[config.mk]
export PLATFORM = sky130hd
export DESIGN_NAME = wtpc_seq
export DESIGN_NICKNAME = d
export VERILOG_FILES = /design/src/rtl/core/wtpc_pkg.sv /design/src/rtl/core/wtpc_seq.sv
export SDC_FILE = /design/constraint.sdc
export NUM_CORES = 1
export LEC_CHECK = 0
export BUFFER_PORTS_ARGS = -buffer_cell sky130_fd_sc_hd__buf_2
export CAP_MARGIN = 10
export CORE_ASPECT_RATIO = 1.1
export CORE_MARGIN = 4
export CORE_UTILIZATION = 50
export DETAILED_ROUTE_END_ITERATION = 10
export PLACE_DENSITY = 0.69
export SETUP_SLACK_MARGIN = 0.1
export SLEW_MARGIN = 40
export SYNTH_ARGS = -nofsm -noshare
export SYNTH_HDL_FRONTEND = slang
export SYNTH_SLANG_ARGS = --single-unit
[constraint.sdc]
create_clock -name clk -period 12.9 [get_ports clk]
set_input_delay 2.58 -clock clk [delete_from_list [all_inputs] [get_ports clk]]
set_output_delay 2.58 -clock clk [all_outputs]
set_load 0.01 [all_outputs]
[src/rtl/core/wtpc_pkg.sv]
// ---------------------------------------------------------------------------
// Window threshold pixel counter: shared package
// Types, field widths, register indexes and reset values used across the
// counter's modules.
// ---------------------------------------------------------------------------
package wtpc_pkg;

	// Default store geometry.
	localparam int DEF_MAX_ROWS = 128;
	localparam int DEF_MAX_COLS = 128;

	// Field widths.
	localparam int PIX_W   = 8;
	localparam int POS_W   = 7;
	localparam int COUNT_W = 8;
	localparam int RAD_W   = 3;
	localparam int DIM_W   = 9;  // clamped image dimension, up to 255
	localparam int COORD_W = 8;  // window coordinate, up to 255

	// Register indexes of the configuration port.
	localparam logic [1:0] REG_WINDOW_RADIUS    = 2'd0;
	localparam logic [1:0] REG_DETECT_THRESHOLD = 2'd1;
	localparam logic [1:0] REG_IMAGE_ROWS       = 2'd2;
	localparam logic [1:0] REG_IMAGE_COLS       = 2'd3;

	// Register reset values.
	localparam logic [RAD_W-1:0] RST_WINDOW_RADIUS    = 3'd2;
	localparam logic [7:0]       RST_DETECT_THRESHOLD = 8'd0;
	localparam logic [7:0]       RST_IMAGE_ROWS       = 8'd128;
	localparam logic [7:0]       RST_IMAGE_COLS       = 8'd128;

	// Request kinds.
	localparam logic REQ_LOAD  = 1'b0;
	localparam logic REQ_QUERY = 1'b1;

	// Count reported for a position outside the image.
	localparam logic [COUNT_W-1:0] BAD_COUNT = 8'hff;

	// Largest count a clipped window can reach (15 by 15).
	localparam logic [COUNT_W-1:0] MAX_WINDOW_COUNT = 8'd225;

	// Geometry handed to the sequencer, already clamped to the store.
	typedef struct packed {
		logic [RAD_W-1:0] radius;
		logic [DIM_W-1:0] rows;
		logic [DIM_W-1:0] cols;
	} cfg_t;

	// Control from the sequencer to the counting unit.
	typedef struct packed {
		logic clear;   // start of a query: zero the count, take the threshold
		logic sample;  // a store read was issued this cycle
	} acc_ctrl_t;

	// Finished query waiting to be handed to the output register.
	typedef struct packed {
		logic             done;
		logic             invalid;
		logic [POS_W-1:0] row;
		logic [POS_W-1:0] col;
	} seq_res_t;

endpackage

[src/rtl/core/wtpc_seq.sv]
// ---------------------------------------------------------------------------
// Window threshold pixel counter: window sequencer
// Checks the query position, clips the window to the image and walks its
// pixels one store read per cycle.
// ---------------------------------------------------------------------------
module wtpc_seq
	import wtpc_pkg::*;
#(
	parameter int ADDR_W = 14
) (
	input  logic              clk,
	input  logic              arst_n,
	input  cfg_t              cfg,
	input  logic              in_valid,
	input  logic              in_query,
	input  logic [POS_W-1:0]  query_row,
	input  logic [POS_W-1:0]  query_col,
	output logic              ready,
	output logic [ADDR_W-1:0] walk_addr,
	output acc_ctrl_t         ctrl,
	output seq_res_t          res,
	input  logic              res_take
);

	localparam logic [2:0] ST_IDLE  = 3'd0;
	localparam logic [2:0] ST_BOUND = 3'd1;
	localparam logic [2:0] ST_BASE  = 3'd2;
	localparam logic [2:0] ST_WALK  = 3'd3;
	localparam logic [2:0] ST_DRAIN = 3'd4;
	localparam logic [2:0] ST_DONE  = 3'd5;

	logic [2:0]         state_q;
	logic [POS_W-1:0]   qr_q, qc_q;
	logic [RAD_W-1:0]   rad_q;
	logic [DIM_W-1:0]   rows_q, cols_q;
	logic               inv_q;
	logic [COORD_W-1:0] r0_q, r1_q, c0_q, c1_q;
	logic [COORD_W-1:0] row_q, col_q;
	logic [ADDR_W-1:0]  row_base_q;

	logic               start;
	logic [COORD_W-1:0] qr_w, qc_w, rad_w;
	logic [COORD_W-1:0] r_hi_sum, c_hi_sum, r_lo, c_lo, r_hi, c_hi;
	logic               row_end, col_end;

	assign start = (state_q == ST_IDLE) && in_valid && (in_query == REQ_QUERY);

	// Window bounds, clipped to the image.
	always_comb begin
		qr_w     = COORD_W'(qr_q);
		qc_w     = COORD_W'(qc_q);
		rad_w    = COORD_W'(rad_q);
		r_lo     = (qr_w >= rad_w) ? (qr_w - rad_w) : '0;
		c_lo     = (qc_w >= rad_w) ? (qc_w - rad_w) : '0;
		r_hi_sum = qr_w + rad_w;
		c_hi_sum = qc_w + rad_w;
		r_hi     = (DIM_W'(r_hi_sum) > (rows_q - DIM_W'(1)))
			? COORD_W'(rows_q - DIM_W'(1)) : r_hi_sum;
		c_hi     = (DIM_W'(c_hi_sum) > (cols_q - DIM_W'(1)))
			? COORD_W'(cols_q - DIM_W'(1)) : c_hi_sum;
	end

	assign row_end = (row_q == r1_q);
	assign col_end = (col_q == c1_q);

	always_ff @(posedge clk or negedge arst_n) begin
		if (!arst_n) begin
			state_q <= ST_IDLE;
		end else begin
			unique case (state_q)
				ST_IDLE: begin
					if (start) begin
						state_q <= ST_BOUND;
					end
				end
				ST_BOUND: begin
					state_q <= inv_q ? ST_DONE : ST_BASE;
				end
				ST_BASE: begin
					state_q <= ST_WALK;
				end
				ST_WALK: begin
					if (col_end && row_end) begin
						state_q <= ST_DRAIN;
					end
				end
				ST_DRAIN: begin
					state_q <= ST_DONE;
				end
				ST_DONE: begin
					if (res_take) begin
						state_q <= ST_IDLE;
					end
				end
				default: begin
					state_q <= ST_IDLE;
				end
			endcase
		end
	end

	always_ff @(posedge clk) begin
		if (start) begin
			qr_q   <= query_row;
			qc_q   <= query_col;
			rad_q  <= cfg.radius;
			rows_q <= cfg.rows;
			cols_q <= cfg.cols;
			inv_q  <= (DIM_W'(query_row) >= cfg.rows) || (DIM_W'(query_col) >= cfg.cols);
		end
		if (state_q == ST_BOUND) begin
			r0_q <= r_lo;
			r1_q <= r_hi;
			c0_q <= c_lo;
			c1_q <= c_hi;
		end
		if (state_q == ST_BASE) begin
			// Operands widened first so the product keeps every address bit.
			row_base_q <= ADDR_W'(r0_q) * ADDR_W'(cols_q);
			row_q      <= r0_q;
			col_q      <= c0_q;
		end
		if (state_q == ST_WALK) begin
			if (col_end) begin
				col_q <= c0_q;
				if (!row_end) begin
					row_q      <= row_q + COORD_W'(1);
					row_base_q <= row_base_q + ADDR_W'(cols_q);
				end
			end else begin
				col_q <= col_q + COORD_W'(1);
			end
		end
	end

	assign ready       = (state_q == ST_IDLE);
	assign walk_addr   = row_base_q + ADDR_W'(col_q);
	assign ctrl.clear  = start;
	assign ctrl.sample = (state_q == ST_WALK);
	assign res.done    = (state_q == ST_DONE);
	assign res.invalid = inv_q;
	assign res.row     = qr_q;
	assign res.col     = qc_q;

endmodule

==> results.yml <==
worst_setup_path:
  cp_top_family: "compound AO/OA/AOI/OAI gates"
  worst_ep_arrival_time_ns: 3.02
  critical_path.endpoint: "walk_addr[12]"
  worstPathMaxFanout: 6
  rr_worst_depth: 14
  r2r_slack_ns: 8.17
  critPathRequiredTime_ns: 10.32
  slowest_stage: "a211oi_1"
  path_cells: "ha_1 > inv_1 > fa_1 > nor2b_1 > o21ai_0 > a21boi_0 > o21ai_0 > a211oi_1 > nand2_1 > xnor2_1 > buf_2"
  start_kind: "flop"
  cp_num_buf_inv: 2
  critPathMaxStageDelay_ns: 0.46
  crit_start: "col_q[0]"
  path_class: "reg2out"
  reg2reg_to: "row_base_q[13]"
  cp-end-kind: "output port"
  timing.rr.start: "cols_q[1]"
  cpMostUsedCell: "o21ai_0"
  crit_cells: 11
yosys:
  synth_area_leaders: "edfxtp_1, ha_1, fa_1"
  synth_nets: 1081
  yosys_most_used_dff: "edfxtp_1"
  synth_xor_xnor_area_share: 0.0763
  synth_edf_count: 76
  muxShareOfSynthArea: 0.0244
  yosysUniqueCellTypes: 60
  yosys_warnings: 0
  yosysTopAreaCell: "edfxtp_1"
  synthAdderAreaFrac: 0.233
  synth_seq_cells: 101
  yosys.area_share.simple: 0.167
  synthesis.area_sq_um: 8730
  async_reset_ff_frac: 0.0297
  synth_compound_area_frac: 0.114
  synth_top_area_share: 0.261
  synth_top_family_by_area: "adder cells"
  syn_inst: 906
  syn_avg_cell_area_sq_um: 9.64
  synth_seq_area_share: 0.320
timing:
  tns_ns: 0
  worstMarginPinSlew_ns: 0.880
  setup_viol: 0
  grt_setup_unrepaired: "no"
  slew_headroom: 0.412
  fin_ws_ns: 7.30
  hold_viol_final: 0
  whs_ns: 0.503
  fin_worst_skew_ns: 0.00982
  fin_crit_ns: 5.60
  finalMaxSlewViolations: 0
  fmax_mhz: 179
  fin_crit_sh: 0.434
clocking:
  clock_sinks: 101
  clkLatencyLatePin_ns: 0.36
  root_buffer: "clkbuf_16"
  clk_pin_slew_ns: 0.07
  cts_hold_buffers: 0
  post_cts_resized: 0
  cts_setup_buffers: 0
  cts_tree: "built"
  clock_path_buffers: 2
  cts_buffers: 9
  cts_htree_levels: 3
pwr:
  seqPwrFrac: 0.254
  switching_share: 0.461
  vdd_drop_max_v: 0.000130
  finalPower_mw: 2.33
  p_clk_frac: 0.115
  p_switching_mw: 1.07
  p_comb_frac: 0.632
  p_per_area_nw_per_um2: 244
  p_int_mw: 1.25
  p_leak_nw: 4.26
global_route:
  antenna_found_initial: 1
  grt_max_degree: 37
  grt_pass1_vias: 6317
  overflow: 0
  grt_util_all_layers: 0.193
  grt_first_pass_wirelength_mm: 30.6
detailed_routing:
  antenna_left: 0
  via_per_inst: 5.26
  routed_wl_mm: 18.3
  wire_per_inst_um: 15.2
  drtIter0Drc: 294
  num_vias: 6328
  drc: 0
  firstDrtPassIters: 5
hold_path:
  worst_hold_startpoint: "row_base_q[3]"
  hold_path.class: "reg2reg"
place:
  hpwl_mm: 14.5
  pre_cts_ws_ns: 7.32
  placed_cell_area_sq_um: 9280
  place_congestion: 0.837
  portBuffers: 72
outcome:
  outcome: "complete, no violations"
floorplan:
  die_area_sq_um: 19600
  die_w_um: 134
  die_y_um: 147
  placementRows: 50
  io_pins: 73
  initial_utilization: 0.511
  core_area_sq_um: 17100
layout:
  layout-drive-gt1-share: 0.113
  area_growth_pct: 9.50
  stdcell_area_sq_um: 9560
  nets: 1138
run:
  maxCapViolCount: 0
[power by group through the flow]
stage	logic, mW	registers (mW)	clock network (mW)
final	1.47	0.591	0.267
after floorplan	1.19	0.546	0
after detailed placement	1.48	0.598	0
after global placement	1.46	0.595	0
after CTS	1.50	0.590	0.272
after global routing	1.69	0.606	0.284
[tightest hold or removal path: cells and delay by family, from the launching register on]
kind               cells  cell delay, ns
AOI/OAI and AO/OA      1            0.07
and+or+nand+nor        1            0.06
DFF                    1            0.33
[routing by layer]
metal	wire (um)	vias to the layer above	global-route usage
met4	195	2	0.0484
met3	700	16	0.0324
met2	8770	112	0.327
met5	8	-	0
met1	8580	2986	0.258
li1	-	3212	-
[area by class of cell]
type / count / area (sq um)
fill: 1526 / 7520
antenna: 1 / 2.50
clock buffer: 9 / 225
clock inverter: 7 / 55.1
multi-input combinational: 660 / 5370
timing repair buffer: 75 / 383
sequential: 101 / 2800
tap: 234 / 293
inverter: 116 / 435
[synthesized netlist by cell type (3+ instances only)]
master	n
a211oi_1	7
a21boi_0	4
a21o_1	8
a21oi_1	45
a31oi_1	11
and2_1	63
and3_1	6
clkbuf_1	23
dfrtp_1	3
dfxtp_1	22
edfxtp_1	76
fa_1	46
ha_1	89
inv_1	116
mux2i_1	19
nand2_1	46
nand2b_1	7
nand3_1	13
nand4_1	9
nor2_1	72
nor2b_1	14
nor3_1	24
nor4_4	3
o2111ai_1	3
o211ai_1	3
o21a_1	10
o21ai_0	35
o21bai_1	3
o31ai_1	3
or2_2	4
or3_1	3
or4_1	3
xnor2_1	41
xor2_1	35
[placed cells by master (no fill, tap or decap), drive strengths merged, types with 24 or more instances in the layout]
cell    synthesis  layout
inv           116     119
ha             89      89
edfxtp         76      76
buf             6      75
nor2           72      72
and2           63      63
nand2          48      48
fa             46      46
a21oi          45      45
xnor2          41      41
xor2           35      35
o21ai          35      35
nor3           24      24
[worst min path at each step]
| stage | to | slack [ns] | cells past startpoint |
|---|---|---|---|
| 2_1_floorplan | row_q[6] | 0.46 | 2 |
| 3_3_place_gp | row_q[6] | 0.48 | 2 |
| 3_5_place_dp | row_q[6] | 0.49 | 2 |
| 4_1_cts | row_q[6] | 0.50 | 2 |
| 5_1_grt | row_base_q[7] | 0.53 | 2 |
| 6_report | row_base_q[3] | 0.50 | 2 |
[per-stage QoR]
step	cells	utilization
CTS	1202	0.560
global placement	1186	0.543
global route	1202	0.560
finish	1203	0.560
floorplan	906	-
detailed placement	1186	0.543
[logic make-up (layout without fill, tap and decap cells)]
family | Yosys count | in the layout
AND/OR/NAND/NOR | 277 | 277
AO/OA/AOI/OAI | 151 | 151
buffers and inverters | 145 | 207
adder cells (fa/ha/maj) | 135 | 135
flip-flops | 101 | 101
XOR/XNOR | 76 | 76
multiplexers | 21 | 21
other | 0 | 1
[state kept, by name, indices dropped and copies added, names as in the netlist]
name / count
qr_q: 7
c0_q: 8
r0_q: 8
cols_q: 9
c1_q: 8
row_q: 8
rows_q: 9
state_q: 3
r1_q: 8
rad_q: 3
row_base_q: 14
qc_q: 7
col_q: 8
inv_q: 1
(Power assumes the default switching activity.)
