[src/rtl/core/wtpc_pkg.sv]
// ---------------------------------------------------------------------------
// Window threshold pixel counter: shared package
// Types, field widths, register indexes and reset values used across the
// counter's modules.
// ---------------------------------------------------------------------------
package wtpc_pkg;

	// Default store geometry.
	localparam int DEF_MAX_ROWS = 128;
	localparam int DEF_MAX_COLS = 128;

	// Field widths.
	localparam int PIX_W   = 8;
	localparam int POS_W   = 7;
	localparam int COUNT_W = 8;
	localparam int RAD_W   = 3;
	localparam int DIM_W   = 9;  // clamped image dimension, up to 255
	localparam int COORD_W = 8;  // window coordinate, up to 255

	// Register indexes of the configuration port.
	localparam logic [1:0] REG_WINDOW_RADIUS    = 2'd0;
	localparam logic [1:0] REG_DETECT_THRESHOLD = 2'd1;
	localparam logic [1:0] REG_IMAGE_ROWS       = 2'd2;
	localparam logic [1:0] REG_IMAGE_COLS       = 2'd3;

	// Register reset values.
	localparam logic [RAD_W-1:0] RST_WINDOW_RADIUS    = 3'd2;
	localparam logic [7:0]       RST_DETECT_THRESHOLD = 8'd0;
	localparam logic [7:0]       RST_IMAGE_ROWS       = 8'd128;
	localparam logic [7:0]       RST_IMAGE_COLS       = 8'd128;

	// Request kinds.
	localparam logic REQ_LOAD  = 1'b0;
	localparam logic REQ_QUERY = 1'b1;

	// Count reported for a position outside the image.
	localparam logic [COUNT_W-1:0] BAD_COUNT = 8'hff;

	// Largest count a clipped window can reach (15 by 15).
	localparam logic [COUNT_W-1:0] MAX_WINDOW_COUNT = 8'd225;

	// Geometry handed to the sequencer, already clamped to the store.
	typedef struct packed {
		logic [RAD_W-1:0] radius;
		logic [DIM_W-1:0] rows;
		logic [DIM_W-1:0] cols;
	} cfg_t;

	// Control from the sequencer to the counting unit.
	typedef struct packed {
		logic clear;   // start of a query: zero the count, take the threshold
		logic sample;  // a store read was issued this cycle
	} acc_ctrl_t;

	// Finished query waiting to be handed to the output register.
	typedef struct packed {
		logic             done;
		logic             invalid;
		logic [POS_W-1:0] row;
		logic [POS_W-1:0] col;
	} seq_res_t;

endpackage

[src/rtl/core/wtpc_acc.sv]
// ---------------------------------------------------------------------------
// Window threshold pixel counter: counting unit
// Compares each pixel read from the store with the query threshold and
// counts those above it.
// ---------------------------------------------------------------------------
module wtpc_acc
	import wtpc_pkg::*;
(
	input  logic               clk,
	input  logic               arst_n,
	input  acc_ctrl_t          ctrl,
	input  logic [PIX_W-1:0]   threshold,
	input  logic [PIX_W-1:0]   rd_data,
	output logic [COUNT_W-1:0] count
);

	logic               sample_s1;
	logic [PIX_W-1:0]   thr_q;
	logic [COUNT_W-1:0] count_q;

	// Read data arrives in the cycle after the read was issued.
	always_ff @(posedge clk or negedge arst_n) begin
		if (!arst_n) begin
			sample_s1 <= 1'b0;
			count_q   <= '0;
		end else begin
			sample_s1 <= ctrl.sample;
			if (ctrl.clear) begin
				count_q <= '0;
			end else if (sample_s1 && (rd_data > thr_q)) begin
				count_q <= count_q + COUNT_W'(1);
			end
		end
	end

	always_ff @(posedge clk) begin
		if (ctrl.clear) begin
			thr_q <= threshold;
		end
	end

	assign count = count_q;

endmodule

[config.mk]
export PLATFORM = sky130hd
export DESIGN_NAME = wtpc_acc
export DESIGN_NICKNAME = d
export VERILOG_FILES = /design/src/rtl/core/wtpc_pkg.sv /design/src/rtl/core/wtpc_acc.sv
export SDC_FILE = /design/constraint.sdc
export NUM_CORES = 1
export LEC_CHECK = 0
export ABC_CLOCK_PERIOD_IN_PS = 3600
export BUFFER_PORTS_ARGS = -buffer_cell sky130_fd_sc_hd__buf_2
export CAP_MARGIN = 20
export CORE_MARGIN = 2
export CORE_UTILIZATION = 25
export CTS_BUF_LIST = sky130_fd_sc_hd__clkbuf_8
export DETAILED_ROUTE_END_ITERATION = 12
export PLACE_DENSITY = 0.51
export SYNTH_ARGS = -nofsm -noshare
export SYNTH_HDL_FRONTEND = slang
export SYNTH_SLANG_ARGS = --single-unit
export TNS_END_PERCENT = 100
[constraint.sdc]
create_clock -name clk -period 3.6 [get_ports clk]
set_input_delay 0.36 -clock clk [delete_from_list [all_inputs] [get_ports clk]]
set_output_delay 0.36 -clock clk [all_outputs]
set_load 0.02 [all_outputs]
==> flow_metrics.env, run 1 <==
export IMPL_p_leak_nw=0.579
export IMPL_cts_tree="done"
export IMPL_r2r_cells=7
export IMPL_clkSinkCount=17
export IMPL_synth_area_leaders="edfxtp_1 (25%), dfrtp_1 (24%), ha_1 (12%), mux2_1 (7.1%), a21oi_1 (4.7%)"
export IMPL_crit_fanout=10
export IMPL_num_fill_cells=395
export IMPL_period_minus_slack_ps=2160
export IMPL_crit_path_cell_trace="inv_1 -> ha_1 -> nand4_1 -> or3b_1 -> a21o_1 -> a211oi_2 -> mux2_1"
export IMPL_core_sq_mm=0.00366
export IMPL_die_x_um=65.7
export IMPL_drv_cap=0
export IMPL_critPathLaunch="thr_q[3]"
export IMPL_fmax_mhz=462
export IMPL_area_delta_synth_final_pct=24.7
export IMPL_clk_path_buf_depth=2
export IMPL_drt_total_wl_mm=1.79
export IMPL_wl_per_cell_um=10.8
export IMPL_track_usage=0.0892
export IMPL_firstDrtPassIters=4
export IMPL_rows=22
export IMPL_crit_end="count[7]"
export IMPL_synth_cell_area_sq_um=952
export IMPL_synth_nets=116
export IMPL_p_per_area_mw_per_mm2=342
export IMPL_n_antenna_cell=0
export IMPL_finalMaxSlewViolations=0
export IMPL_grt_overflow_total=0
export IMPL_cts_setup_buffers=0
export IMPL_critPathKind="flip-flop to flip-flop"
export IMPL_final_setup_tns_ps=0
export IMPL_fin_skew_ps=1.42
export IMPL_clk_root_buffer_cell="clkbuf_8"
export IMPL_fin_util=0.324
export IMPL_grt_pass1_wl_mm=2.95
export IMPL_drive_gt1_frac=0.282
export IMPL_peakVddDrop_mv=0.116
export IMPL_dp_hpwl_mm=1.40
export IMPL_clk_pin_slew_ps=60
export IMPL_slowest_stage="edfxtp_1"
export IMPL_portBuffers=27
export IMPL_post_place_cells=160
export IMPL_drt_iter0_drc=23
export IMPL_synth_largest_area_cell="edfxtp_1"
export IMPL_slew_headroom=0.692
export IMPL_crit_arrival_ps=2290
export IMPL_layoutNonFillerInstCount=165
export IMPL_place_congestion=0.714
export IMPL_cp_slowest_stage_delay_ps=370
export IMPL_layout_common_cells="buf_2 (27), inv_1 (10), a21oi_1 (9), ha_1 (9), dfrtp_1 (9)"
export IMPL_grt_start_max_net_pins=23
export IMPL_drc=0
export IMPL_grt_pass1_vias=671
export IMPL_antenna_found_initial=0
export IMPL_vias=726
export IMPL_fin_total_pwr_mw=0.406
export IMPL_synth_seq_cells=17
export IMPL_htree_levels=1
export IMPL_r2r_setup_slack_ps=1440
export IMPL_yosysSeqAreaShare=0.489
export IMPL_worst_slew_pin_slew_ps=460
export IMPL_rsz0062_at_grt="no"
export IMPL_boundaryPins=28
export IMPL_ant_nets=0
export IMPL_startpoint_type="flip-flop"
export IMPL_timing_rr_start="thr_q[3]"
export IMPL_netlist_instances=87
export IMPL_postSynthAreaPerCell_sq_um=10.9
export IMPL_nets=147
export IMPL_required_ps=3720
export IMPL_start_util=0.260
export IMPL_hold_viol_final=0
export IMPL_setup_violations=0
export IMPL_crit_path_end_kind="flip-flop"
export IMPL_r2r_end="count[7]"
export IMPL_fp_dieH_um=65.7
export IMPL_yosys_area_top_type_share=0.252
export IMPL_clk_latency_ps=240
export IMPL_post_route_period_util=0.601
export IMPL_die_area_sq_mm=0.00432
export IMPL_hp_class="input port to flip-flop"
export IMPL_cts_buffers=3
export IMPL_yosysWarnings=0
export IMPL_layout_commonest_cell="buf_2"
export IMPL_synth_cell_types=22
export IMPL_avgViaCountPerCell=4.40
export IMPL_status="completed"
-- worst min path at each step --
stage               cells after the start  slack (ps)   endpoint  startpoint
CTS                                     1         220  sample_s1     ctrl[0]
global route                            1         220  sample_s1     ctrl[0]
global placement                        1         230   count[5]      arst_n
finish                                  1         230  sample_s1     ctrl[0]
floorplan                               0          60   count[0]      arst_n
detailed placement                      1         230   count[5]      arst_n
-- critical path: cells and delay by family (launching register included) --
family | cells | cell delay (ps)
buffers and inverters | 1 | 60
adder cells (fa/ha/maj) | 1 | 240
multiplexers | 1 | 350
AND/OR/NAND/NOR | 2 | 480
flip-flops | 1 | 370
AO/OA/AOI/OAI | 2 | 540
-- where the power goes --
part	internal, mW	switching, mW
clock network	0.0754	0.0580
logic	0.0245	0.0301
registers	0.214	0.00396
-- sequential cells by signal, summed over array words and instances, names as in the netlist --
name / cells
thr_q: 8
sample_s1: 1
count: 8
-- per-stage QoR --
| step | cell area, sq um | setup slack, ps | hold WS [ps] |
|---|---|---|---|
| 2_1_floorplan | 952 | 1540 | 64.4 |
| 3_3_place_gp | 1130 | 1370 | 230 |
| 3_5_place_dp | 1130 | 1320 | 227 |
| 4_1_cts | 1190 | 1420 | 224 |
| 5_1_grt | 1190 | 1340 | 220 |
| 6_report | 1190 | 1440 | 233 |
-- cell usage after synthesis --
cell type / n
a211oi_2: 1
a21bo_2: 1
a21boi_1: 1
a21o_1: 2
a21oi_1: 9
and2_1: 2
buf_6: 1
clkbuf_1: 1
dfrtp_1: 9
edfxtp_1: 8
ha_1: 9
inv_1: 9
mux2_1: 6
nand2_1: 3
nand3_1: 5
nand4_1: 3
nor2_1: 6
nor2b_1: 7
o211ai_1: 1
o211ai_2: 1
o21ai_0: 1
or3b_1: 1
-- layer usage --
metal  wire (um)  vias up  GRT usage
met5           0        -          0
met4           0        0     0.0234
met3         112        0     0.0223
met2         844       22      0.139
met1         831      338      0.123
li1            -      366          -
-- cell families after synthesis --
family	share of synthesized area
compound gates	0.121
fa+ha+maj	0.118
mux	0.0710
buf+inv	0.0512
simple gates	0.150
flops	0.489
-- layout make-up --
| type | instances | area, sq um | area share |
|---|---|---|---|
| Inverter | 9 | 33.8 | 0.0285 |
| Clock buffer | 3 | 41.3 | 0.0348 |
| Sequential cell | 17 | 465 | 0.392 |
| Clock inverter | 1 | 3.75 | 0.00316 |
| Timing Repair Buffer | 28 | 145 | 0.122 |
| Multi-Input combinational cell | 59 | 438 | 0.369 |
| Tap cell | 48 | 60.1 | 0.0506 |
-- repair_timing --
action | 4_1_cts | 5_1_grt
resized for setup | 0 | 0
hold endpoints to repair | 9 | 0
hold buffers | 1 | 0
Note: power is estimated with default switching activity, not from simulation.
==> run 2: changes to the inputs <==
ABC_AREA = 1   (was default)
ABC_CLOCK_PERIOD_IN_PS = 1800   (was 3600)
PLACE_DENSITY = 0.52   (was 0.51)
clock period = 1.8 ns   (was 3.6 ns; I/O delays follow)
==> run 2 against run 1 <==
Compared with the run above: die area is 6.5% higher; critical path type unchanged; synthesized area up 7.0%; worst setup slack got worse by 1200 ps.
==> flow_metrics.env, run 2 <==
export IMPL_crit_path_end_kind="flip-flop"
export IMPL_rows=23
export IMPL_core_sq_mm=0.00397
export IMPL_rsz0062_at_grt="no"
export IMPL_grt_overflow_total=0
export IMPL_clkSinkCount=17
export IMPL_vias=852
export IMPL_yosys_area_top_type_share=0.236
export IMPL_portBuffers=27
export IMPL_critPathKind="flip-flop to flip-flop"
export IMPL_finalMaxSlewViolations=0
export IMPL_fin_hold_ws_ps=42.2
export IMPL_die_area_sq_mm=0.00460
export IMPL_synth_area_leaders="edfxtp_1 (24%), dfrtp_1 (22%), ha_1 (11%), nand2_1 (9.6%), inv_1 (7.0%)"
export IMPL_post_route_period_util=0.858
export IMPL_grt_pass1_vias=816
export IMPL_postPlaceCellArea_sq_mm=0.00121
export IMPL_period_minus_slack_ps=1540
export IMPL_timing_rr_start="thr_q[7]"
export IMPL_status="completed"
export IMPL_ys_flop_type="dfrtp_1"
export IMPL_ctsHoldBuffers=1
export IMPL_cts_tree="done"
export IMPL_clk_path_buf_depth=2
export IMPL_layoutNonFillerInstCount=197
export IMPL_place_ws_ps=251
export IMPL_required_ps=1940
export IMPL_wl_per_cell_um=10.4
export IMPL_synth_seq_cells=17
export IMPL_p_per_area_mw_per_mm2=673
export IMPL_synth_most_common_cell="nand2_1"
export IMPL_dp_hpwl_mm=1.64
export IMPL_grt_start_max_net_pins=16
export IMPL_cts_setup_buffers=0
export IMPL_final_setup_tns_ps=0
export IMPL_layout_commonest_cell="buf_2"
export IMPL_cts_resized=0
export IMPL_synthTopCellsByCount="nand2_1 (26), inv_1 (19), nand3_1 (11)"
export IMPL_drive_gt1_frac=0.272
export IMPL_netlist_instances=116
export IMPL_hold_viol_final=0
export IMPL_p_leak_nw=0.674
export IMPL_crit_fanout=9
export IMPL_synth_largest_area_cell="edfxtp_1"
export IMPL_postSynthAreaPerCell_sq_um=8.78
export IMPL_drc=0
export IMPL_clk_root_buffer_cell="clkbuf_8"
export IMPL_fin_skew_ps=1.50
export IMPL_layout_common_cells="buf_2 (27), nand2_1 (26), inv_1 (20), nand3_1 (11)"
export IMPL_boundaryPins=28
export IMPL_synth_cell_types=21
export IMPL_peakVddDrop_mv=0.224
export IMPL_critPathLaunch="thr_q[7]"
export IMPL_clk_pin_slew_ps=60
export IMPL_r2r_end="count[0]"
export IMPL_r2r_setup_slack_ps=260
export IMPL_final_cell_area_sq_mm=0.00127
export IMPL_htree_levels=1
export IMPL_area_delta_synth_final_pct=24.4
export IMPL_firstDrtPassIters=4
export IMPL_worst_slew_pin_slew_ps=435
export IMPL_nets=177
export IMPL_antenna_found_initial=0
export IMPL_synth_nets=145
export IMPL_post_place_cells=192
export IMPL_num_fill_cells=449
export IMPL_n_antenna_cell=0
export IMPL_fin_util=0.319
export IMPL_r2r_cells=8
export IMPL_setup_violations=0
export IMPL_drt_total_wl_mm=2.05
export IMPL_fin_total_pwr_mw=0.853
export IMPL_setup_ws_ps=256
export IMPL_start_util=0.256
export IMPL_startpoint_type="flip-flop"
export IMPL_grt_pass1_wl_mm=3.35
export IMPL_hp_class="input port to flip-flop"
export IMPL_yosysWarnings=0
export IMPL_multi_input_area_sq_um=474
export IMPL_synth_edf_count=8
export IMPL_synth_cell_area_sq_mm=0.00102
export IMPL_regArea_sq_um=465
export IMPL_place_congestion=0.767
export IMPL_clk_latency_ps=250
export IMPL_postSynth_asyncResetShare=0.529
export IMPL_slew_headroom=0.710
export IMPL_avgViaCountPerCell=4.32
export IMPL_drv_cap=0
export IMPL_track_usage=0.0967
export IMPL_fp_dieH_um=67.8
export IMPL_die_x_um=67.8
export IMPL_fmax_mhz=648
export IMPL_crit_arrival_ps=1680
export IMPL_drt_iter0_drc=19
export IMPL_cts_buffers=3
export IMPL_yosysSeqAreaShare=0.457
export IMPL_crit_end="count[0]"
export IMPL_ant_nets=0
run 2: worst min-delay path by stage:
stage | from | cells past startpoint | endpoint | slack [ps]
floorplan | arst_n | 0 | count[0] | -120
global placement | arst_n | 1 | count[7] | 50
detailed placement | arst_n | 1 | count[7] | 50
CTS | ctrl[0] | 1 | sample_s1 | 40
global route | ctrl[0] | 1 | sample_s1 | 40
finish | ctrl[0] | 1 | sample_s1 | 40
run 2: routing by layer:
layer | track usage | share of wire | vias to the layer above
met2 | 0.173 | 0.50 | 18
met5 | 0 | 0 | -
met4 | 0.0525 | 0.024 | 0
met3 | 0.0164 | 0.043 | 5
li1 | - | - | 439
met1 | 0.109 | 0.43 | 390
run 2: area by class of cell:
class                           instances  share of cell area
Clock buffer                            3              0.0326
Clock inverter                          1             0.00296
Inverter                               20              0.0592
Multi-Input combinational cell         78               0.374
Sequential cell                        17               0.367
Tap cell                               50              0.0494
Timing Repair Buffer                   28               0.115
run 2: logic make-up after synthesis:
| group | Yosys count | share of synthesized area |
|---|---|---|
| buf+inv | 21 | 0.0774 |
| compound gates | 6 | 0.0455 |
| fa+ha+maj | 9 | 0.111 |
| simple gates | 62 | 0.301 |
| flops | 17 | 0.457 |
| xor+xnor | 1 | 0.00860 |
run 2: critical path: stages (launching register included):
cell and delay, ps:
edfxtp_1 360, inv_1 70, ha_1 230, nand2_1 130, nor2_4 70, a21boi_4 290
nand2_4 130, nand3_1 80, nand2_1 60
run 2: power breakdown:
group	switching [mW]	internal [mW]	total, mW
Combinational	0.0847	0.0541	0.139
Clock	0.126	0.151	0.277
Sequential	0.00895	0.428	0.437
Total	0.219	0.634	0.853
