===== src/rtl/core/wtpc_ram.sv =====
// ---------------------------------------------------------------------------
// Window threshold pixel counter: generic single-port RAM
// One read or write per cycle, read data registered.
// ---------------------------------------------------------------------------
module wtpc_ram #(
	parameter int WIDTH = 8,
	parameter int DEPTH = 16,
	localparam int ADDR_W = (DEPTH > 1) ? $clog2(DEPTH) : 1
) (
	input  logic              clk,
	input  logic              en,
	input  logic              we,
	input  logic [ADDR_W-1:0] addr,
	input  logic [WIDTH-1:0]  wdata,
	output logic [WIDTH-1:0]  rdata
);

	logic [WIDTH-1:0] mem_q [DEPTH];
	logic [WIDTH-1:0] rdata_q;

	always_ff @(posedge clk) begin
		if (en) begin
			if (we) begin
				mem_q[addr] <= wdata;
			end
			rdata_q <= mem_q[addr];
		end
	end

	assign rdata = rdata_q;

endmodule


===== config.mk =====
export PLATFORM = sky130hd
export DESIGN_NAME = wtpc_ram
export DESIGN_NICKNAME = d
export VERILOG_FILES = /design/src/rtl/core/wtpc_ram.sv
export SDC_FILE = /design/constraint.sdc
export NUM_CORES = 1
export LEC_CHECK = 0
export ABC_AREA = 1
export BUFFER_PORTS_ARGS = -buffer_cell sky130_fd_sc_hd__buf_2
export CAP_MARGIN = 20
export CORE_MARGIN = 4
export CORE_UTILIZATION = 47
export CTS_CLUSTER_DIAMETER = 80
export DETAILED_ROUTE_END_ITERATION = 10
export GPL_ROUTABILITY_DRIVEN = 0
export GPL_TIMING_DRIVEN = 0
export PLACE_DENSITY = 0.64
export SYNTH_ARGS = -nofsm -noshare
export SYNTH_HDL_FRONTEND = slang
export SYNTH_SLANG_ARGS = --single-unit

===== constraint.sdc =====
create_clock -name clk -period 4.08 [get_ports clk]
set_input_delay 1.02 -clock clk [delete_from_list [all_inputs] [get_ports clk]]
set_output_delay 1.02 -clock clk [all_outputs]
set_load 0.005 [all_outputs]

==> results of run 1 <==
logic make-up after synthesis:
logic type	after synthesis	synth area share
buffers and inverters	45	0.0370
flip-flops	136	0.718
AND/OR/NAND/NOR	369	0.245
report_power, final:
group          total (W)  leakage, nW  switching [W]  internal (W)
Combinational   0.000179         1.29       0.000130     0.0000498
Sequential       0.00157         1.23     0.00000487       0.00156
Clock            0.00148        0.279       0.000537      0.000948
flip-flops by register name, summed over array words and instances (netlist names):
signal / cells
mem_q: 128
rdata: 8
cell usage after synthesis, drive strengths merged:
cell | number | share of area
nand3 | 4 | 0.0035
nand2 | 347 | 0.23
nor2 | 18 | 0.012
inv | 24 | 0.016
buf | 19 | 0.020
edfxtp | 136 | 0.72
clkbuf | 2 | 0.0013
cells in the final DEF (no fill, tap or decap):
master,Yosys,layout
inv_2,4,4
buf_4,7,7
nand2_1,347,347
clkbuf_1,2,6
clkinvlp_4,0,1
clkbuf_16,0,17
inv_1,20,20
nor2_1,18,18
clkinv_2,0,5
nand3_1,4,4
buf_2,12,33
clkinv_1,0,2
edfxtp_1,136,136
bufinv_16,0,3
worst max-delay path, delay by kind of cell:
kind                   cells  cell delay [ns]
AND/OR/NAND/NOR            2             1.18
buffers and inverters      2             0.31
stage by stage:
stage	setup WS [ns]	hold slack, ns	power (W)	utilization
global placement	1.27	0.782	0.00177	0.514
finish	1.61	0.791	0.00323	0.563
CTS	1.64	0.783	0.00325	0.563
floorplan	1.76	0.718	0.00170	-
detailed placement	1.19	0.770	0.00178	0.514
global route	1.52	0.865	0.00335	0.563
final timing paths:
check / startpoint / to / slack [ns] / depth (start not counted)
setup / recovery: addr[2] / mem_q[3][2]$_DFFE_PP_ / 1.61 / 4
hold reg to reg: mem_q[0][5]$_DFFE_PP_ / rdata[5]$_DFFE_PP_ / 0.79 / 8
hold / removal: mem_q[0][5]$_DFFE_PP_ / rdata[5]$_DFFE_PP_ / 0.79 / 8
setup reg to reg: mem_q[13][3]$_DFFE_PP_ / rdata[3]$_DFFE_PP_ / 2.89 / 8
area by class of cell:
class                   instances  area (um^2)  share of cell area
multi-input cells             369         1390               0.213
flip-flops and latches        136         4080               0.625
plain buffers                  21          120              0.0184
clock buffers                  21          440              0.0674
inverters                      24         90.1              0.0138
repair buffers                 21          105              0.0161
well taps                     143          179              0.0274
clock inverters                11          130              0.0199
metal layers:
metal / track usage / vias up / part of all wire
met5: 0 / - / 0
met4: 0.0916 / 0 / 0.025
met3: 0.0567 / 22 / 0.059
met1: 0.252 / 1691 / 0.47
li1: - / 1848 / -
met2: 0.278 / 102 / 0.45
==> summary.md, run 1 <==
| Metric | Value |
|---|---|
| Fmax | 0.404 GHz |
| Max_cap viols | 0 |
| Initial antenna violation count | 0 |
| First-pass iteration count of the detailed router | 5 |
| Num CTS Buffers | 17 |
| Port-buffer cells | 21 |
| Pin count of the biggest net entering global routing | 17 |
| CTS tree | done |
| Die Span X | 118 um |
| CP max stage delay | 0.65 ns |
| DR iter-0 viols | 292 |
| Drc violations | 0 |
| Resized Gates After CTS | 0 |
| Ports | 23 |
| First-pass GRT wire length | 19.3 mm |
| Core area | 11600 um^2 |
| Synthesized net count | 565 |
| Fin. max-slew vios | 0 |
| Share of cells above drive strength 1 | 0.116 |
| Most common cell on crit path | nor2_1 |
| FILL cells | 1002 |
| Worst vdd ir | 0.000264 V |
| Setup_tns | 0 ns |
| Leakage power total | 2.81 nW |
| Tcrit/Tclk final | 0.607 |
| Hpwl dp | 7.98 mm |
| # nets final | 605 |
| Final non-filler cell total | 746 |
| Synth Cell Area | 5680 um^2 |
| Syn Area/Cell | 10.3 um^2 |
| Final antenna-violating net count | 0 |
| Vias per cell | 4.91 |
| Crit-path max FO | 9 |
| Critical path startpoint category | input pin |
| Final Cell Area | 6540 um^2 |
| CP max stage cell | nor2_1 |
| Starting Density | 0.489 |
| Area delta synth->final | 15.0% |
| Number of global-route vias before repair | 3699 |
| Clk_lat worst skew | 0.43 ns |
| Sink Count | 136 |
| H-Tree Depth | 4 |
| Synth unique cells | 9 |
| # rows | 39 |
| Clock Tree Root | clkbuf_16 |
| Worst Path Arrival | 2.53 ns |
| Setup violators final | 0 |
| Critical Path RT | 4.13 ns |
| Hold Crit Class | reg2reg |
| Slew @ Worst Pin | 0.786 ns |
| Outcome | completed |
| Clock skew | 0.00741 ns |
| Longest Clk Path Bufs | 2 |
| Period minus WS final | 2.47 ns |
| Antenna diodes | 0 |
| Flops & latches, synth | 136 |
| Die area | 13900 um^2 |
| # hold bufs at CTS | 0 |
| Syn. warnings | 0 |
| # Post-CTS Setup Buffers | 0 |
| Worst slew margin | 0.474 |
| Routed via count | 3663 |
| Clk slew on worst S/H paths | 0.05 ns |
| Gate Count Post-Synth | 550 |
| Dpl cell area | 5970 um^2 |
| Worst Setup Path Type | in2reg |
| Worst-path cell chain | buf_2 > nor2_1 > inv_1 > nor2_1 |
| Wire per inst | 16.2 um |
| Placed insts | 714 |
| Grt total ovfl | 0 |
| CP endpoint kind | register |
| RSZ-0062 raised after global routing | no |
| Post-synthesis sequential area ratio | 0.718 |
| Hold Fails Final Rpt | 0 |
| WL final | 12.1 mm |
| GR Util All Layers | 0.187 |
| Die height | 118 um |
| Pwr dens | 494 nW/um^2 |
Note: power is estimated with default switching activity, not from simulation.
==> inputs of run 2 (changes only) <==
--- a/config.mk
+++ b/config.mk
@@ -5,7 +5,7 @@
 export SDC_FILE = /design/constraint.sdc
 export NUM_CORES = 1
 export LEC_CHECK = 0
-export ABC_AREA = 1
+export ABC_AREA = 0
 export BUFFER_PORTS_ARGS = -buffer_cell sky130_fd_sc_hd__buf_2
 export CAP_MARGIN = 20
 export CORE_MARGIN = 4
@@ -14,7 +14,7 @@
 export DETAILED_ROUTE_END_ITERATION = 10
 export GPL_ROUTABILITY_DRIVEN = 0
 export GPL_TIMING_DRIVEN = 0
-export PLACE_DENSITY = 0.64
+export PLACE_DENSITY = 0.65
 export SYNTH_ARGS = -nofsm -noshare
 export SYNTH_HDL_FRONTEND = slang
 export SYNTH_SLANG_ARGS = --single-unit
==> constraint.sdc (replaced) <==
create_clock -name clk -period 2.4 [get_ports clk]
set_input_delay 0.6 -clock clk [delete_from_list [all_inputs] [get_ports clk]]
set_output_delay 0.6 -clock clk [all_outputs]
set_load 0.005 [all_outputs]
==> run 2 against run 1 <==
Critical path depth is 1 higher. Worst setup slack worse by 1.4 ns. Area after synthesis is 8.0% lower. Flip-flop and latch count stayed put. Critical endpoint is now mem_q[3][7]$_DFFE_PP_. Die area is 7.4% lower.
==> summary.md, run 2 <==
| Metric | Value |
|---|---|
| Hold_sp | wdata[6] (was mem_q[0][5]$_DFFE_PP_) |
| Antenna diodes | 0 (unchanged) |
| Hold slack | 0.485 ns (was 0.791 ns) |
| Area delta synth->final | 17.7% (was 15.0%) |
| Share of cells above drive strength 1 | 0.256 (was 0.116) |
| Flops & latches, synth | 136 (unchanged) |
| Main synth FF type | edfxtp_1 (unchanged) |
| Pin count of the biggest net entering global routing | 17 (unchanged) |
| Largest cells by area after synthesis | edfxtp_1 78%, mux4_1 8.0%, mux4_2 6.9% (was edfxtp_1 72%, nand2_1 23%, inv_1 1.3%) |
| Pint | 0.00453 W (was 0.00256 W) |
| Clk slew on worst S/H paths | 0.06 ns (was 0.05 ns) |
| Core area | 10900 um^2 (was 11600 um^2) |
| Num CTS Buffers | 17 (unchanged) |
| Dpl cell area | 5540 um^2 (was 5970 um^2) |
| Max Used Layer | met4 (unchanged) |
| Synth unique cells | 18 (was 9) |
| Critical Path RT | 2.61 ns (was 4.13 ns) |
| Syn. warnings | 0 (unchanged) |
| Outcome | completed (unchanged) |
| # nets final | 291 (was 605) |
| Syn Area/Cell | 22.5 um^2 (was 10.3 um^2) |
| Post-synth EDFFs | 136 (unchanged) |
| Reg power frac | 0.478 (was 0.485) |
| Hold Fails Final Rpt | 0 (unchanged) |
| # Post-CTS Setup Buffers | 0 (unchanged) |
| Sink Count | 136 (unchanged) |
| Clk_lat worst skew | 0.50 ns (was 0.43 ns) |
| Setup violators final | 0 (unchanged) |
| Drc violations | 0 (unchanged) |
| Worst slew margin | 0.428 (was 0.474) |
| Sw Share | 0.188 (was 0.208) |
| Resized Gates After CTS | 0 (unchanged) |
| Die height | 114 um (was 118 um) |
| Tcrit/Tclk final | 0.916 |
| Fmax | 0.455 GHz |
| RSZ-0062 raised after global routing | no (unchanged) |
| Commonest cells after routing, fill and taps aside | 136 x edfxtp_1, 23 x buf_2 (was 347 x nand2_1, 136 x edfxtp_1, 33 x buf_2, 20 x inv_1, 18 x nor2_1) |
| Pwr dens | 905 nW/um^2 (was 494 nW/um^2) |
| NetSw | 0.00105 W (was 0.000671 W) |
| Worst r2r src | mem_q[2][0]$_DFFE_PP_ (was mem_q[13][3]$_DFFE_PP_) |
| Most common cell in the netlist | edfxtp_1 (was nand2_1) |
| Most common cell after layout, fill and taps aside | edfxtp_1 (was nand2_1) |
| Clock Tree Root | clkbuf_8 (was clkbuf_16) |
| Commonest cells in the netlist | 136 x edfxtp_1, 16 x a22oi_1, 16 x mux4_1, 16 x mux4_2, 13 x nor2_1 (was 347 x nand2_1, 136 x edfxtp_1, 20 x inv_1) |
| Leakage power total | 2.04 nW (was 2.81 nW) |
| GR Util All Layers | 0.168 (was 0.187) |
| Hold endpoint | mem_q[5][6]$_DFFE_PP_ (was rdata[5]$_DFFE_PP_) |
| Worst Setup Path Type | in2reg (unchanged) |
| Critical R2R Capture | rdata[0]$_DFFE_PP_ (was rdata[3]$_DFFE_PP_) |
| First-pass iteration count of the detailed router | 5 (unchanged) |
| Top reg by flops | mem_q (unchanged) |
| Clk pwr share | 0.480 (was 0.459) |
| Initial antenna violation count | 0 (unchanged) |
| Synthesized net count | 248 (was 565) |
| Fin. max-slew vios | 0 (unchanged) |
| CTS tree | done (unchanged) |
| First-pass GRT wire length | 15.1 mm (was 19.3 mm) |
| CP endpoint kind | register (unchanged) |
| Routed via count | 2405 (was 3663) |
| Synth area leader | edfxtp_1 (unchanged) |
| Synth Cell Area | 5230 um^2 (was 5680 um^2) |
| Number of global-route vias before repair | 2572 (was 3699) |
| DR iter-0 viols | 256 (was 292) |
| Reg2Reg Depth | 3 (was 8) |
| Critical path startpoint category | input pin (unchanged) |
| Ports | 23 (unchanged) |
| Hold path depth | 1 (was 8) |
| Post-synthesis sequential area ratio | 0.781 (was 0.718) |
| Period minus WS final | 2.20 ns |
| Final antenna-violating net count | 0 (unchanged) |
| H-Tree Depth | 4 (unchanged) |
| Crit-path max FO | 10 (was 9) |
| Hold Crit Class | in2reg (was reg2reg) |
| Starting Density | 0.480 (was 0.489) |
| Die Span X | 114 um (was 118 um) |
| # rows | 38 (was 39) |
| Gate power share | 0.041 (was 0.055) |
| # hold bufs at CTS | 0 (unchanged) |
| Slew @ Worst Pin | 0.854 ns (was 0.786 ns) |
| Die area | 12900 um^2 (was 13900 um^2) |
| FILL cells | 785 (was 1002) |
| Max reg flops | 128 (unchanged) |
| Longest Clk Path Bufs | 2 (unchanged) |
| Vias per cell | 5.61 (was 4.91) |
| Setup ws final | 0.202 ns (was 1.61 ns) |
| Top cell type's share of synthesized area | 0.781 (was 0.718) |
| Worst R2R Setup Slack | 0.79 ns (was 2.89 ns) |
| Grt total ovfl | 0 (unchanged) |
| DRT met1 WL | 4.01 mm (was 5.66 mm) |
| Wire per inst | 23.4 um (was 16.2 um) |
| FFs w/ async S/R, synth | 0 (unchanged) |
| Port-buffer cells | 20 (was 21) |
| Worst Path Arrival | 2.41 ns (was 2.53 ns) |
| Clock skew | 0.00440 ns (was 0.00741 ns) |
| Setup WS pre-CTS | -0.373 ns (was 1.19 ns) |
| Worst vdd ir | 0.000431 V (was 0.000264 V) |
| WL final | 10.0 mm (was 12.1 mm) |
| Gate Count Post-Synth | 233 (was 550) |
| Hpwl dp | 6.42 mm (was 7.98 mm) |
| Max_cap viols | 0 (unchanged) |
| Final Cell Area | 6160 um^2 (was 6540 um^2) |
| Metal2 WL | 5.15 mm (was 5.44 mm) |
| Metal3 WL | 629 um (was 715 um) |
run 2: cell count changes after synthesis, sizes merged, moves of 4 or more:
cell,before,now
nand2,347,10
mux4,0,32
nand3,4,0
a22oi,0,16
buf,19,9
nor2,18,13
inv,24,0
nor3,0,4
run 2: metal layers:
metal  vias up  GRT usage
met3        13     0.0488
li1       1085          -
met2        75      0.263
met5         -          0
met1      1232      0.218
met4         0     0.0777
run 2: cells by family after synthesis:
family | Yosys count | share of synthesized area
AND/OR/NAND/NOR | 36 | 0.0321
flip-flops | 136 | 0.781
AO/OA/AOI/OAI | 16 | 0.0230
buffers and inverters | 13 | 0.0151
multiplexers | 32 | 0.149
run 2: critical path, cell delays in order:
cell     delay [ns]
buf_2          0.21
buf_1          0.46
nand4_1        0.32
nor3_1         0.56
buf_4          0.26
run 2: worst max-delay path by stage:
stage                     startpoint                      to  slack [ns]
final                        addr[1]   mem_q[3][7]$_DFFE_PP_        0.20
after global routing         addr[1]  mem_q[11][3]$_DFFE_PP_        0.06
after CTS                    addr[1]   mem_q[3][1]$_DFFE_PP_        0.19
after detailed placement     addr[1]   mem_q[3][7]$_DFFE_PP_       -0.37
after global placement       addr[1]   mem_q[3][7]$_DFFE_PP_       -0.66
after floorplan              addr[0]   mem_q[0][0]$_DFFE_PP_        0.08
run 2: area by class of cell:
class,count,area [um^2],share of cell area
well taps,140,175,0.0284
repair buffers,24,130,0.0211
multi-input cells,84,1070,0.173
flip-flops and latches,136,4080,0.663
clock inverters,14,205,0.0333
clock buffers,18,418,0.0678
plain buffers,13,78.8,0.0128
run 2: power groups by stage:
stage	Clock [W]	Sequential, W	Combinational (W)
2_1_floorplan	0	0.00271	0.000125
4_1_cts	0.00272	0.00267	0.000234
5_1_grt	0.00282	0.00267	0.000250
6_report	0.00268	0.00267	0.000230
3_5_place_dp	0	0.00271	0.000233
3_3_place_gp	0	0.00271	0.000224
run 2: stage by stage:
step | total power [W] | TNS [ns] | cells | util
3_3_place_gp | 0.00294 | -33.16 | 393 | 0.506
3_5_place_dp | 0.00295 | -24.15 | 397 | 0.509
2_1_floorplan | 0.00284 | 0 | 233 | -
5_1_grt | 0.00574 | 0 | 429 | 0.566
4_1_cts | 0.00562 | 0 | 429 | 0.566
6_report | 0.00557 | 0 | 429 | 0.566
==> inputs of run 3 (changes only) <==
--- a/config.mk
+++ b/config.mk
@@ -9,12 +9,13 @@
 export BUFFER_PORTS_ARGS = -buffer_cell sky130_fd_sc_hd__buf_2
 export CAP_MARGIN = 20
 export CORE_MARGIN = 4
-export CORE_UTILIZATION = 47
+export CORE_UTILIZATION = 60
 export CTS_CLUSTER_DIAMETER = 80
 export DETAILED_ROUTE_END_ITERATION = 10
 export GPL_ROUTABILITY_DRIVEN = 0
 export GPL_TIMING_DRIVEN = 0
-export PLACE_DENSITY = 0.65
+export PLACE_DENSITY = 0.77
 export SYNTH_ARGS = -nofsm -noshare
 export SYNTH_HDL_FRONTEND = slang
 export SYNTH_SLANG_ARGS = --single-unit
+export TNS_END_PERCENT = 1
==> run 3 against run 2 <==
Cell count shrank 8.2%. Combinational power is essentially flat. Non-clock buffer count is the same. Sequential power is essentially flat. Critical path type unchanged. Critical endpoint is now mem_q[7][3]$_DFFE_PP_. Largest power group is now registers.
==> summary.md, run 3 (synthesized netlist as in run 2, its figures left out) <==
| Metric | Value |
|---|---|
| Grt total ovfl | 0 (unchanged) |
| Routed via count | 2484 (was 2405) |
| Vias per cell | 6.30 (was 5.61) |
| Antenna diodes | 0 (unchanged) |
| Final Cell Area | 6020 um^2 (was 6160 um^2) |
| Hold Fails Final Rpt | 0 (unchanged) |
| # nets final | 291 (unchanged) |
| Wire per inst | 26.1 um (was 23.4 um) |
| Resized Gates After CTS | 0 (unchanged) |
| GR Util All Layers | 0.221 (was 0.168) |
| Max reg flops | 128 (unchanged) |
| H-Tree Depth | 4 (unchanged) |
| Clk_lat worst skew | 0.51 ns (was 0.50 ns) |
| Setup violators final | 0 (unchanged) |
| Die height | 101 um (was 114 um) |
| Setup WS pre-CTS | -0.480 ns (was -0.373 ns) |
| Critical path startpoint category | input pin (unchanged) |
| Tcrit/Tclk final | 0.925 (was 0.916) |
| Die area | 10300 um^2 (was 12900 um^2) |
| Sink Count | 136 (unchanged) |
| Final antenna-violating net count | 0 (unchanged) |
| Clk slew on worst S/H paths | 0.06 ns (about the same) |
| Crit-path max FO | 10 (unchanged) |
| Drc violations | 0 (unchanged) |
| Clock skew | 0.00843 ns (was 0.00440 ns) |
| Longest Clk Path Bufs | 2 (unchanged) |
| Worst Setup Path Type | in2reg (unchanged) |
| # Post-CTS Setup Buffers | 0 (unchanged) |
| # rows | 33 (was 38) |
| Die Span X | 101 um (was 114 um) |
| Worst Path Arrival | 2.36 ns (was 2.41 ns) |
| Period minus WS final | 2.22 ns (was 2.20 ns) |
| Busiest layer in global routing | met2 (unchanged) |
| Setup ws final | 0.181 ns (was 0.202 ns) |
| Ports | 23 (unchanged) |
| Met1 Usage GRT | 0.318 (was 0.218) |
| CTS tree | done (unchanged) |
| RSZ-0062 raised after global routing | no (unchanged) |
| Hpwl dp | 6.29 mm (was 6.42 mm) |
| DR iter-0 viols | 277 (was 256) |
| First-pass GRT wire length | 15.6 mm (was 15.1 mm) |
| Initial antenna violation count | 0 (unchanged) |
| Share of cells above drive strength 1 | 0.266 (was 0.256) |
| Clock Tree Root | clkbuf_8 (unchanged) |
| Critical Path RT | 2.54 ns (was 2.61 ns) |
| CP endpoint kind | register (unchanged) |
| Fmax | 0.451 GHz (was 0.455 GHz) |
| Worst vdd ir | 0.000476 V (was 0.000431 V) |
| Hold Crit Class | in2reg (unchanged) |
| Pin count of the biggest net entering global routing | 17 (unchanged) |
| Num CTS Buffers | 17 (unchanged) |
| Top reg by flops | mem_q (unchanged) |
| Max_cap viols | 0 (unchanged) |
| Most common cell after layout, fill and taps aside | edfxtp_1 (unchanged) |
| Core area | 8340 um^2 (was 10900 um^2) |
| Dpl cell area | 5480 um^2 (was 5540 um^2) |
| Commonest cells after routing, fill and taps aside | 136 x edfxtp_1, 27 x buf_2 (was 136 x edfxtp_1, 23 x buf_2) |
| Starting Density | 0.627 (was 0.480) |
| M2 GR Usage | 0.341 (was 0.263) |
| Area delta synth->final | 15.1% (was 17.7%) |
| Port-buffer cells | 20 (unchanged) |
| Number of global-route vias before repair | 2543 (was 2572) |
| Pwr dens | 863 nW/um^2 (was 905 nW/um^2) |
| Slew @ Worst Pin | 0.785 ns (was 0.854 ns) |
| # hold bufs at CTS | 0 (unchanged) |
| Leakage power total | 2.00 nW (was 2.04 nW) |
| Worst slew margin | 0.475 (was 0.428) |
| Outcome | completed (unchanged) |
| Met3 GRT Util | 0.0517 (was 0.0488) |
| First-pass iteration count of the detailed router | 6 (was 5) |
| WL final | 10.3 mm (was 10.0 mm) |
| Fin. max-slew vios | 0 (unchanged) |
==> run 3: changes by cell type in the layout (fill, tap and decap cells not counted), moves of 2 or more <==
| cell | previous run | this run |
|---|---|---|
| nor3_2 | 0 | 2 |
| bufinv_16 | 5 | 1 |
| buf_2 | 23 | 27 |
| buf_4 | 4 | 0 |
| nor3_1 | 4 | 2 |
| clkinv_2 | 1 | 5 |
==> run 3: stage by stage <==
| stage | setup TNS [ns] | power [W] | hold WS, ns | utilization | std cells |
|---|---|---|---|---|---|
| 2_1_floorplan | 0 | 0.00284 | 0.699 | - | 233 |
| 3_3_place_gp | -27.15 | 0.00293 | 0.725 | 0.655 | 358 |
| 3_5_place_dp | -25.23 | 0.00294 | 0.742 | 0.657 | 362 |
| 4_1_cts | 0 | 0.00521 | 0.465 | 0.721 | 394 |
| 5_1_grt | 0 | 0.00534 | 0.478 | 0.722 | 394 |
| 6_report | 0 | 0.00519 | 0.479 | 0.722 | 394 |
==> run 3: cell type report <==
type | instances | area, um^2
sequential | 136 | 4080
fill | 478 | 2320
multi-input combinational | 84 | 1080
clock buffer | 18 | 418
tap | 105 | 131
timing repair buffer | 24 | 120
clock inverter | 14 | 110
buffer | 13 | 78.8
==> run 3: power by group <==
group	internal [W]	switching, W
clock	0.00135	0.000942
combinational	0.0000910	0.000140
sequential	0.00266	0.00000903
total	0.00410	0.00109
==> run 3: worst paths after layout <==
path,slack (ns),to,from,cells after the start
worst max register to register,0.75,rdata[4]$_DFFE_PP_,mem_q[9][4]$_DFFE_PP_,3
worst min-delay path,0.48,rdata[1]$_DFFE_PP_,en,1
worst max-delay path,0.18,mem_q[7][3]$_DFFE_PP_,addr[1],4
worst min register to register,0.75,rdata[6]$_DFFE_PP_,mem_q[14][6]$_DFFE_PP_,3
==> run 3: critical path: stages <==
cell	delay, ns
buf_2	0.21
buf_1	0.50
nand4_1	0.35
nor2_1	0.69
==> run 3: routing by layer <==
metal	part of all wire	up-vias	wire length, um
met5	0	-	0
met4	0.013	0	138
met3	0.092	14	947
met2	0.50	135	5170
met1	0.39	1248	4020
li1	-	1087	-
